===== src/hdl/cfpf_pkg.sv =====
// Shared types and constants for the coordinate frame parser and filter.
// Used by the top module, cfpf_front and cfpf_back; no dependencies of its own.
package cfpf_pkg;

  localparam int FIELD_CHARS_DEF = 9;
  localparam int QUEUE_DEPTH_DEF = 2;

  // Character codes
  localparam logic [7:0] CH_NUL   = 8'h00;
  localparam logic [7:0] CH_TAB   = 8'h09;
  localparam logic [7:0] CH_CR    = 8'h0D;
  localparam logic [7:0] CH_SPACE = 8'h20;
  localparam logic [7:0] CH_START = 8'h21;
  localparam logic [7:0] CH_PLUS  = 8'h2B;
  localparam logic [7:0] CH_COMMA = 8'h2C;
  localparam logic [7:0] CH_MINUS = 8'h2D;
  localparam logic [7:0] CH_ZERO  = 8'h30;
  localparam logic [7:0] CH_NINE  = 8'h39;
  localparam logic [7:0] CH_END   = 8'h40;

  // Register reset values
  localparam logic [7:0] OFFSET_RESET = 8'd112;
  localparam logic [8:0] GAIN_RESET   = 9'd77;

  // Register indexes (paddr[2])
  localparam logic REG_CENTER_OFFSET  = 1'b0;
  localparam logic REG_SMOOTHING_GAIN = 1'b1;

  typedef struct packed {
    logic [7:0] x_value;
    logic [7:0] y_value;
  } frame_t;

  typedef enum logic [2:0] {
    F_WAIT = 3'b001,
    F_X    = 3'b010,
    F_Y    = 3'b100
  } frame_phase_t;

  typedef enum logic [3:0] {
    N_SPACE  = 4'b0001,
    N_SIGN   = 4'b0010,
    N_DIGITS = 4'b0100,
    N_STOP   = 4'b1000
  } number_phase_t;

  typedef enum logic [2:0] {
    B_IDLE = 3'b001,
    B_MUL  = 3'b010,
    B_FIN  = 3'b100
  } back_state_t;

endpackage


===== src/hdl/coordinate_frame_parser_filter.sv =====
// Parses "!x,y@" frames one byte per transaction and emits one transaction per good frame
// with both offset-corrected samples and their Q8.8 smoothed values. The parser takes one
// byte every clock; in_stall is high only while the frame queue (QUEUE_DEPTH entries) is
// full. The filter works in two steps per frame (multiply, then add and clamp) and, when the
// output is not stalled, takes the next frame from the queue in its last step.
// Registers: center_offset at 0x0, smoothing_gain at 0x4. Depends on cfpf_pkg,
// cfpf_front, cfpf_queue and cfpf_back.
module coordinate_frame_parser_filter import cfpf_pkg::*; #(
  parameter int FIELD_CHARS = FIELD_CHARS_DEF,
  parameter int QUEUE_DEPTH = QUEUE_DEPTH_DEF
) (
  input  logic               clk,
  input  logic               rst_n,
  // byte input
  input  logic               in_valid,
  output logic               in_stall,
  input  logic [7:0]         in_rx_byte,
  // results
  output logic               out_valid,
  input  logic               out_stall,
  output logic signed [15:0] out_x_smoothed,
  output logic signed [15:0] out_y_smoothed,
  output logic signed [7:0]  out_x_sample,
  output logic signed [7:0]  out_y_sample,
  // register port
  input  logic               psel,
  input  logic               penable,
  input  logic               pwrite,
  input  logic [2:0]         paddr,
  input  logic [31:0]        pwdata,
  output logic [31:0]        prdata,
  output logic               pready
);

  logic [7:0] center_offset_r;
  logic [8:0] smoothing_gain_r;
  logic       cfg_write;
  logic       take;
  logic       push;
  frame_t     push_frame;
  frame_t     pop_frame;
  logic       q_pop;
  logic       q_not_empty;
  logic       q_full;

  assign pready    = 1'b1;
  assign cfg_write = psel && penable && pwrite;

  always_ff @(posedge clk) begin
    if (!rst_n) begin
      center_offset_r  <= OFFSET_RESET;
      smoothing_gain_r <= GAIN_RESET;
    end else if (cfg_write) begin
      if (paddr[2] == REG_CENTER_OFFSET) begin
        center_offset_r <= pwdata[7:0];
      end else begin
        smoothing_gain_r <= pwdata[8:0];
      end
    end
  end

  assign prdata = (paddr[2] == REG_SMOOTHING_GAIN) ? {23'd0, smoothing_gain_r}
                                                   : {24'd0, center_offset_r};

  assign in_stall = q_full;
  assign take     = in_valid && !in_stall;

  cfpf_front #(
    .FIELD_CHARS(FIELD_CHARS)
  ) u_front (
    .clk     (clk),
    .rst_n   (rst_n),
    .take    (take),
    .rx_byte (in_rx_byte),
    .push    (push),
    .frame   (push_frame)
  );

  cfpf_queue #(
    .WIDTH($bits(frame_t)),
    .DEPTH(QUEUE_DEPTH)
  ) u_queue (
    .clk       (clk),
    .rst_n     (rst_n),
    .push      (push),
    .push_data (push_frame),
    .pop       (q_pop),
    .pop_data  (pop_frame),
    .not_empty (q_not_empty),
    .full      (q_full)
  );

  cfpf_back u_back (
    .clk            (clk),
    .rst_n          (rst_n),
    .center_offset  (center_offset_r),
    .smoothing_gain (smoothing_gain_r),
    .q_valid        (q_not_empty),
    .q_frame        (pop_frame),
    .q_pop          (q_pop),
    .out_valid      (out_valid),
    .out_stall      (out_stall),
    .out_x_smoothed (out_x_smoothed),
    .out_y_smoothed (out_y_smoothed),
    .out_x_sample   (out_x_sample),
    .out_y_sample   (out_y_sample)
  );

endmodule


===== src/hdl/cfpf_front.sv =====
// Front end: frame and field parser, one byte per accepted transaction.
// Pushes the parsed x/y values of each good frame. Depends on cfpf_pkg.
module cfpf_front import cfpf_pkg::*; #(
  parameter int FIELD_CHARS = FIELD_CHARS_DEF
) (
  input  logic       clk,
  input  logic       rst_n,
  input  logic       take,
  input  logic [7:0] rx_byte,
  output logic       push,
  output frame_t     frame
);

  localparam int CNT_W = $clog2(FIELD_CHARS + 1);

  frame_phase_t  frame_phase_r, frame_phase_nxt;
  number_phase_t number_phase_r, number_phase_nxt;
  logic          broken_r, broken_nxt;
  logic          neg_r, neg_nxt;
  logic [CNT_W-1:0] cnt_r, cnt_nxt;
  logic [7:0]    x_acc_r, x_acc_nxt;
  logic [7:0]    y_acc_r, y_acc_nxt;

  always_comb begin
    logic [7:0]       cur_acc;
    logic [7:0]       num_acc;
    number_phase_t    num_phase;
    logic             num_neg;
    logic [CNT_W-1:0] num_cnt;
    logic [7:0]       field_val;
    logic             is_digit;
    logic             is_space;
    logic             is_sign;

    frame_phase_nxt  = frame_phase_r;
    number_phase_nxt = number_phase_r;
    broken_nxt       = broken_r;
    neg_nxt          = neg_r;
    cnt_nxt          = cnt_r;
    x_acc_nxt        = x_acc_r;
    y_acc_nxt        = y_acc_r;
    push             = 1'b0;

    cur_acc  = (frame_phase_r == F_Y) ? y_acc_r : x_acc_r;
    is_digit = (rx_byte >= CH_ZERO) && (rx_byte <= CH_NINE);
    is_space = rx_byte inside {[CH_TAB:CH_CR], CH_SPACE};
    is_sign  = rx_byte inside {CH_PLUS, CH_MINUS};

    // atoi-style step on the current field
    num_acc   = cur_acc;
    num_phase = number_phase_r;
    num_neg   = neg_r;
    num_cnt   = cnt_r;
    if (cnt_r < CNT_W'(FIELD_CHARS)) begin
      num_cnt = cnt_r + 1'b1;
      if (is_digit && number_phase_r != N_STOP) begin
        num_phase = N_DIGITS;
        num_acc   = (cur_acc << 3) + (cur_acc << 1) + (rx_byte - CH_ZERO);
      end else if (number_phase_r == N_SPACE && is_space) begin
        num_phase = N_SPACE;
      end else if (number_phase_r == N_SPACE && is_sign) begin
        num_neg   = (rx_byte == CH_MINUS);
        num_phase = N_SIGN;
      end else begin
        num_phase = N_STOP;
      end
    end

    field_val = neg_r ? (8'd0 - cur_acc) : cur_acc;
    frame.x_value = x_acc_r;
    frame.y_value = field_val;

    if (take) begin
      if (rx_byte == CH_START) begin
        frame_phase_nxt  = F_X;
        broken_nxt       = 1'b0;
        x_acc_nxt        = 8'd0;
        y_acc_nxt        = 8'd0;
        number_phase_nxt = N_SPACE;
        neg_nxt          = 1'b0;
        cnt_nxt          = '0;
      end else begin
        case (frame_phase_r)
          F_WAIT: begin
            frame_phase_nxt = F_WAIT;
          end
          F_X: begin
            if (rx_byte == CH_NUL) begin
              broken_nxt = 1'b1;
            end else if (rx_byte == CH_COMMA) begin
              x_acc_nxt        = field_val;
              frame_phase_nxt  = F_Y;
              number_phase_nxt = N_SPACE;
              neg_nxt          = 1'b0;
              cnt_nxt          = '0;
            end else if (rx_byte == CH_END) begin
              // no comma: frame dropped
              frame_phase_nxt  = F_WAIT;
              number_phase_nxt = N_SPACE;
              neg_nxt          = 1'b0;
              cnt_nxt          = '0;
            end else begin
              x_acc_nxt        = num_acc;
              number_phase_nxt = num_phase;
              neg_nxt          = num_neg;
              cnt_nxt          = num_cnt;
            end
          end
          F_Y: begin
            if (rx_byte == CH_NUL) begin
              broken_nxt = 1'b1;
            end else if (rx_byte == CH_END) begin
              y_acc_nxt        = field_val;
              frame_phase_nxt  = F_WAIT;
              number_phase_nxt = N_SPACE;
              neg_nxt          = 1'b0;
              cnt_nxt          = '0;
              broken_nxt       = 1'b0;
              push             = !broken_r;
            end else begin
              y_acc_nxt        = num_acc;
              number_phase_nxt = num_phase;
              neg_nxt          = num_neg;
              cnt_nxt          = num_cnt;
            end
          end
          default: begin
            frame_phase_nxt = F_WAIT;
          end
        endcase
      end
    end
  end

  always_ff @(posedge clk) begin
    if (!rst_n) begin
      frame_phase_r  <= F_WAIT;
      number_phase_r <= N_SPACE;
      broken_r       <= 1'b0;
      neg_r          <= 1'b0;
      cnt_r          <= '0;
      x_acc_r        <= 8'd0;
      y_acc_r        <= 8'd0;
    end else begin
      frame_phase_r  <= frame_phase_nxt;
      number_phase_r <= number_phase_nxt;
      broken_r       <= broken_nxt;
      neg_r          <= neg_nxt;
      cnt_r          <= cnt_nxt;
      x_acc_r        <= x_acc_nxt;
      y_acc_r        <= y_acc_nxt;
    end
  end

endmodule


===== src/hdl/cfpf_queue.sv =====
// Small register FIFO between the parser and the filter.
// Depends on nothing but the width and depth parameters.
module cfpf_queue #(
  parameter int WIDTH = 16,
  parameter int DEPTH = 2
) (
  input  logic             clk,
  input  logic             rst_n,
  input  logic             push,
  input  logic [WIDTH-1:0] push_data,
  input  logic             pop,
  output logic [WIDTH-1:0] pop_data,
  output logic             not_empty,
  output logic             full
);

  localparam int PTR_W = $clog2(DEPTH);
  localparam int CNT_W = $clog2(DEPTH + 1);

  logic [WIDTH-1:0] mem_r [DEPTH];
  logic [PTR_W-1:0] wr_ptr_r, wr_ptr_nxt;
  logic [PTR_W-1:0] rd_ptr_r, rd_ptr_nxt;
  logic [CNT_W-1:0] count_r, count_nxt;
  logic             do_push;
  logic             do_pop;

  assign full      = (count_r == CNT_W'(DEPTH));
  assign not_empty = (count_r != '0);
  assign pop_data  = mem_r[rd_ptr_r];
  assign do_push   = push && !full;
  assign do_pop    = pop && not_empty;

  always_comb begin
    wr_ptr_nxt = wr_ptr_r;
    rd_ptr_nxt = rd_ptr_r;
    count_nxt  = count_r;
    if (do_push) begin
      wr_ptr_nxt = (wr_ptr_r == PTR_W'(DEPTH - 1)) ? '0 : wr_ptr_r + 1'b1;
    end
    if (do_pop) begin
      rd_ptr_nxt = (rd_ptr_r == PTR_W'(DEPTH - 1)) ? '0 : rd_ptr_r + 1'b1;
    end
    if (do_push && !do_pop) begin
      count_nxt = count_r + 1'b1;
    end else if (do_pop && !do_push) begin
      count_nxt = count_r - 1'b1;
    end
  end

  always_ff @(posedge clk) begin
    if (do_push) begin
      mem_r[wr_ptr_r] <= push_data;
    end
  end

  always_ff @(posedge clk) begin
    if (!rst_n) begin
      wr_ptr_r <= '0;
      rd_ptr_r <= '0;
      count_r  <= '0;
    end else begin
      wr_ptr_r <= wr_ptr_nxt;
      rd_ptr_r <= rd_ptr_nxt;
      count_r  <= count_nxt;
    end
  end

endmodule


===== src/hdl/cfpf_back.sv =====
// Back end: offset correction and Q8.8 exponential filter for both axes,
// with the output register. Depends on cfpf_pkg.
module cfpf_back import cfpf_pkg::*; (
  input  logic               clk,
  input  logic               rst_n,
  input  logic [7:0]         center_offset,
  input  logic [8:0]         smoothing_gain,
  input  logic               q_valid,
  input  frame_t             q_frame,
  output logic               q_pop,
  output logic               out_valid,
  input  logic               out_stall,
  output logic signed [15:0] out_x_smoothed,
  output logic signed [15:0] out_y_smoothed,
  output logic signed [7:0]  out_x_sample,
  output logic signed [7:0]  out_y_sample
);

  localparam int DIFF_W = 18;
  localparam int PROD_W = 28;

  back_state_t state_r, state_nxt;
  frame_t      frame_r;
  logic signed [7:0]        xs_r, ys_r;
  logic signed [PROD_W-1:0] xprod_r, yprod_r;
  logic signed [15:0]       xf_r, yf_r;
  logic                     out_valid_r, out_valid_nxt;
  logic signed [15:0]       out_xf_r, out_yf_r;
  logic signed [7:0]        out_xs_r, out_ys_r;

  logic signed [7:0]        xs, ys;
  logic signed [DIFF_W-1:0] xdiff, ydiff;
  logic signed [PROD_W-1:0] xprod, yprod;
  logic signed [15:0]       xf_new, yf_new;
  logic                     fin_go;

  // f + floor(prod / 256), clamped to int16
  function automatic logic signed [15:0] sat_update(input logic signed [15:0] f,
                                                    input logic signed [PROD_W-1:0] p);
    logic signed [20:0] r;
    r = {{5{f[15]}}, f} + {p[PROD_W-1], p[PROD_W-1:8]};
    if (r > 21'sd32767) begin
      sat_update = 16'sh7FFF;
    end else if (r < -21'sd32768) begin
      sat_update = 16'sh8000;
    end else begin
      sat_update = r[15:0];
    end
  endfunction

  always_comb begin
    xs    = $signed(center_offset - frame_r.x_value);
    ys    = $signed(center_offset - frame_r.y_value);
    xdiff = {{2{xs[7]}}, xs, 8'd0} - {{2{xf_r[15]}}, xf_r};
    ydiff = {{2{ys[7]}}, ys, 8'd0} - {{2{yf_r[15]}}, yf_r};
    xprod = $signed({1'b0, smoothing_gain}) * xdiff + 28'sd128;
    yprod = $signed({1'b0, smoothing_gain}) * ydiff + 28'sd128;
    xf_new = sat_update(xf_r, xprod_r);
    yf_new = sat_update(yf_r, yprod_r);
  end

  assign fin_go = (state_r == B_FIN) && (!out_valid_r || !out_stall);
  assign q_pop  = q_valid && ((state_r == B_IDLE) || fin_go);

  always_comb begin
    state_nxt = state_r;
    case (state_r)
      B_IDLE: begin
        if (q_pop) begin
          state_nxt = B_MUL;
        end
      end
      B_MUL: begin
        state_nxt = B_FIN;
      end
      B_FIN: begin
        if (fin_go) begin
          state_nxt = q_pop ? B_MUL : B_IDLE;
        end
      end
      default: begin
        state_nxt = B_IDLE;
      end
    endcase

    out_valid_nxt = out_valid_r;
    if (fin_go) begin
      out_valid_nxt = 1'b1;
    end else if (out_valid_r && !out_stall) begin
      out_valid_nxt = 1'b0;
    end
  end

  // payload
  always_ff @(posedge clk) begin
    if (q_pop) begin
      frame_r <= q_frame;
    end
    if (state_r == B_MUL) begin
      xs_r    <= xs;
      ys_r    <= ys;
      xprod_r <= xprod;
      yprod_r <= yprod;
    end
    if (fin_go) begin
      out_xf_r <= xf_new;
      out_yf_r <= yf_new;
      out_xs_r <= xs_r;
      out_ys_r <= ys_r;
    end
  end

  always_ff @(posedge clk) begin
    if (!rst_n) begin
      state_r     <= B_IDLE;
      out_valid_r <= 1'b0;
      xf_r        <= 16'sd0;
      yf_r        <= 16'sd0;
    end else begin
      state_r     <= state_nxt;
      out_valid_r <= out_valid_nxt;
      if (fin_go) begin
        xf_r <= xf_new;
        yf_r <= yf_new;
      end
    end
  end

  assign out_valid      = out_valid_r;
  assign out_x_smoothed = out_xf_r;
  assign out_y_smoothed = out_yf_r;
  assign out_x_sample   = out_xs_r;
  assign out_y_sample   = out_ys_r;

endmodule

===== config.mk =====
export PLATFORM = sky130hd
export DESIGN_NAME = coordinate_frame_parser_filter
export DESIGN_NICKNAME = d
export VERILOG_FILES = /design/src/hdl/cfpf_pkg.sv /design/src/hdl/coordinate_frame_parser_filter.sv /design/src/hdl/cfpf_front.sv /design/src/hdl/cfpf_queue.sv /design/src/hdl/cfpf_back.sv
export SDC_FILE = /design/constraint.sdc
export NUM_CORES = 1
export LEC_CHECK = 0
export ABC_CLOCK_PERIOD_IN_PS = 16700
export BUFFER_PORTS_ARGS = -buffer_cell sky130_fd_sc_hd__buf_2
export CAP_MARGIN = 20
export CORE_MARGIN = 10
export CORE_UTILIZATION = 70
export CTS_BUF_LIST = sky130_fd_sc_hd__clkbuf_4 sky130_fd_sc_hd__clkbuf_8
export CTS_CLUSTER_DIAMETER = 30
export DETAILED_ROUTE_END_ITERATION = 10
export HOLD_SLACK_MARGIN = 0.02
export PLACE_DENSITY = 0.95
export SLEW_MARGIN = 40
export SYNTH_ARGS = -nofsm -noshare
export SYNTH_HDL_FRONTEND = slang
export SYNTH_SLANG_ARGS = --single-unit
export TNS_END_PERCENT = 100

===== constraint.sdc =====
create_clock -name clk -period 16.7 [get_ports clk]
set_input_delay 1.67 -clock clk [delete_from_list [all_inputs] [get_ports clk]]
set_output_delay 1.67 -clock clk [all_outputs]
set_load 0.02 [all_outputs]

==> results.yml <==
placement:
  io_buffer_count: 83
  placedCellCount: 3224
  place_area_sq_mm: 0.0266
  dp_slack_ps: 7330
  gp_congestion: 0.959
  dp_hpwl_um: 49400
cts:
  htree_levels: 2
  ctsResizeCount: 0
  cts_tree: "yes"
  numCtsBuffers: 49
  cts_sinks: 238
  clockBufferDepth: 3
  insertion_delay_ps: 640
  root_buffer: "clkbuf_8"
  clk_pin_slew_ps: 60
  cts_setup_buffers: 0
  ctsHoldBuffers: 0
min_path:
  min_to: "u_back.out_x_sample[3]"
  min_from: "u_back.xs_r[3]"
  holdCritPathClass: "reg2reg"
  whs_path_depth: 0
floorplanning:
  num_rows: 70
  dieWidth_um: 212
  core-area_sq_mm: 0.0365
  start_util: 0.709
  io_pins: 133
  die_h_um: 212
  die_area_sq_mm: 0.0451
final_layout:
  fin_cells: 3317
  final-seq-area_sq_mm: 0.00629
  num-nets-final: 3328
  multi_input_area_sq_mm: 0.0179
  syn_to_final_growth_pct: 7.70
  stdcell_area_sq_mm: 0.0279
  drive_gt1_frac: 0.110
  fillCellCount: 2191
routing:
  drt-vias-per-instance: 6.34
  dr.pass1.iters: 8
  drcViolationCount: 0
  drt_wl_total_um: 66400
  drt.antenna.violating_nets: 0
  vias: 21014
  drt_first_iter_violations: 1991
  wl_per_cell_um: 20.0
synth:
  ys_ff_latch: 238
  syn_inst: 2744
  yosysTopAreaCellShare: 0.193
  synth_cell_types: 105
  synth_ff_type: "edfxtp_1"
  synthTopCellsByCount: "inv_1, nand2_1, fa_1"
  yosysMostFrequentCell: "inv_1"
  syn_area_sq_mm: 0.0259
  synth_edf_count: 152
  synth_largest_area_cell: "fa_1"
  async_reset_ff_frac: 0
  ys_warn_count: 0
  synthTopCellsByArea: "fa_1, edfxtp_1, ha_1"
  seq_area_frac_synth: 0.243
  syn_area_per_cell_sq_um: 9.44
sta:
  rsz0062_at_grt: "false"
  clock-skew-final_ps: 49.6
  min_period_ps: 9700
  tightest_slew_ps: 904
  hold_viol: 0
  period_share: 0.581
  drv_slew: 0
  setup_viol: 0
  fmax_mhz: 103
  setup_slack_ps: 7000
  slew_headroom: 0.395
  totalNegativeSetupSlack_ps: 0
outcome:
  outcome: "completed"
global_routing:
  antenna_found_initial: 1
  gr-total-overflow: 0
  grt_max_degree: 59
  grtUsageTotal: 0.293
  grt_first_pass_wirelength_um: 107000
  first_global_vias: 21541
pwr:
  powerDensity_mw_per_mm2: 133
  peakVddDrop_mv: 0.153
  cellLeakagePower_nw: 12.8
setup_path:
  crit_type: "reg2reg"
  cp-start-kind: "flip-flop"
  r2r-end: "u_back.yprod_r[27]"
  rrSetupSlack_ps: 7000
  r2r_cells: 30
  arrival_ps: 10050
  reg2reg_from: "center_offset_r[1]"
  critPathSlowestCell: "fa_1"
  endpoint_kind: "flip-flop"
  cpMostUsedCell: "fa_1"
  crit_required_ps: 17050
  slowest_delay_ps: 620
  worstPathMaxFanout: 10
flow_run:
  drv_cap: 0
-- flip-flops by register name, indices dropped and copies added (netlist names), 8 cells and up --
name                   cells
u_back.out_x_smoothed     16
u_back.xs_r                8
u_back.yprod_r            20
u_back.yf_r               16
u_front.y_acc_r            8
u_back.out_y_smoothed     16
u_queue.mem_r             32
center_offset_r            8
u_back.ys_r                8
u_back.out_x_sample        8
u_back.frame_r            16
u_back.xprod_r            20
u_back.out_y_sample        8
u_front.x_acc_r            8
smoothing_gain_r           9
u_back.xf_r               16
-- area by class of cell --
| class | instances | share of cell area |
|---|---|---|
| multi-input combinational | 2051 | 0.642 |
| sequential | 238 | 0.225 |
| inverter | 367 | 0.0495 |
| clock buffer | 62 | 0.0292 |
| tap | 468 | 0.0210 |
| timing repair buffer | 100 | 0.0195 |
| clock inverter | 30 | 0.0132 |
| antenna | 1 | 0.0000897 |
-- stage by stage --
step	power (W)	util	hold WS, ps
after global routing	0.00398	0.764	428
after global placement	0.00276	0.728	402
final	0.00370	0.764	418
after detailed placement	0.00289	0.728	405
after CTS	0.00365	0.761	419
after floorplan	0.00250	-	400
-- layer usage --
layer  part of all wire  track usage
met4              0.041        0.134
met1               0.38        0.364
met2               0.47        0.488
met3               0.10       0.0529
met5                  0            0
-- worst max-delay path: cells and delay by family (launching register included) --
kind | cells | cell delay (ps)
and+or+nand+nor | 9 | 2090
buffers and inverters | 3 | 170
adders and majority gates | 8 | 3790
AOI/OAI and AO/OA | 9 | 2440
DFF | 1 | 560
xor gates and xnor gates | 1 | 350
-- layout by cell type, fill, tap and decap left out, drive strengths merged, types with 19 or more instances in the layout --
cell type,n
mux2i,20
mux2,30
nand2b,20
buf,100
o21ai,92
and2,197
xnor2,119
a211oi,27
ha,221
nor4,25
dfxtp,86
nor3,35
conb,24
and3,19
inv,370
a311oi,30
xor2,66
fa,250
nor2,142
edfxtp,152
a21o,52
nand3,57
a21oi,120
clkbuf,62
nand2,260
-- cells by family (layout without fill, tap and decap cells) --
kind of cell | after synthesis | after routing | share of synthesized area
and+or+nand+nor | 845 | 845 | 0.168
DFF | 238 | 238 | 0.243
adders and majority gates | 471 | 471 | 0.300
other | 2 | 25 | 0.000290
buffers and inverters | 477 | 559 | 0.0748
muxes | 50 | 50 | 0.0209
AOI/OAI and AO/OA | 476 | 476 | 0.131
xor gates and xnor gates | 185 | 185 | 0.0628
-- where the power goes --
group	internal, W	switching [W]	total, W
registers	0.000712	0.00000326	0.000715
clock network	0.000438	0.000289	0.000727
logic	0.000913	0.00135	0.00226
total	0.00206	0.00164	0.00370
-- worst max-delay path by stage --
stage | from | slack [ps] | to | cells after the start
6_report | center_offset_r[1] | 7000 | u_back.yprod_r[27] | 30
5_1_grt | center_offset_r[0] | 6670 | u_back.yprod_r[27] | 29
4_1_cts | center_offset_r[1] | 7100 | u_back.yprod_r[27] | 31
3_5_place_dp | center_offset_r[0] | 7330 | u_back.yprod_r[27] | 31
3_3_place_gp | center_offset_r[0] | 7670 | u_back.yprod_r[27] | 29
2_1_floorplan | center_offset_r[0] | 8560 | u_back.yprod_r[27] | 32
Note: power is estimated with default switching activity, not from simulation.
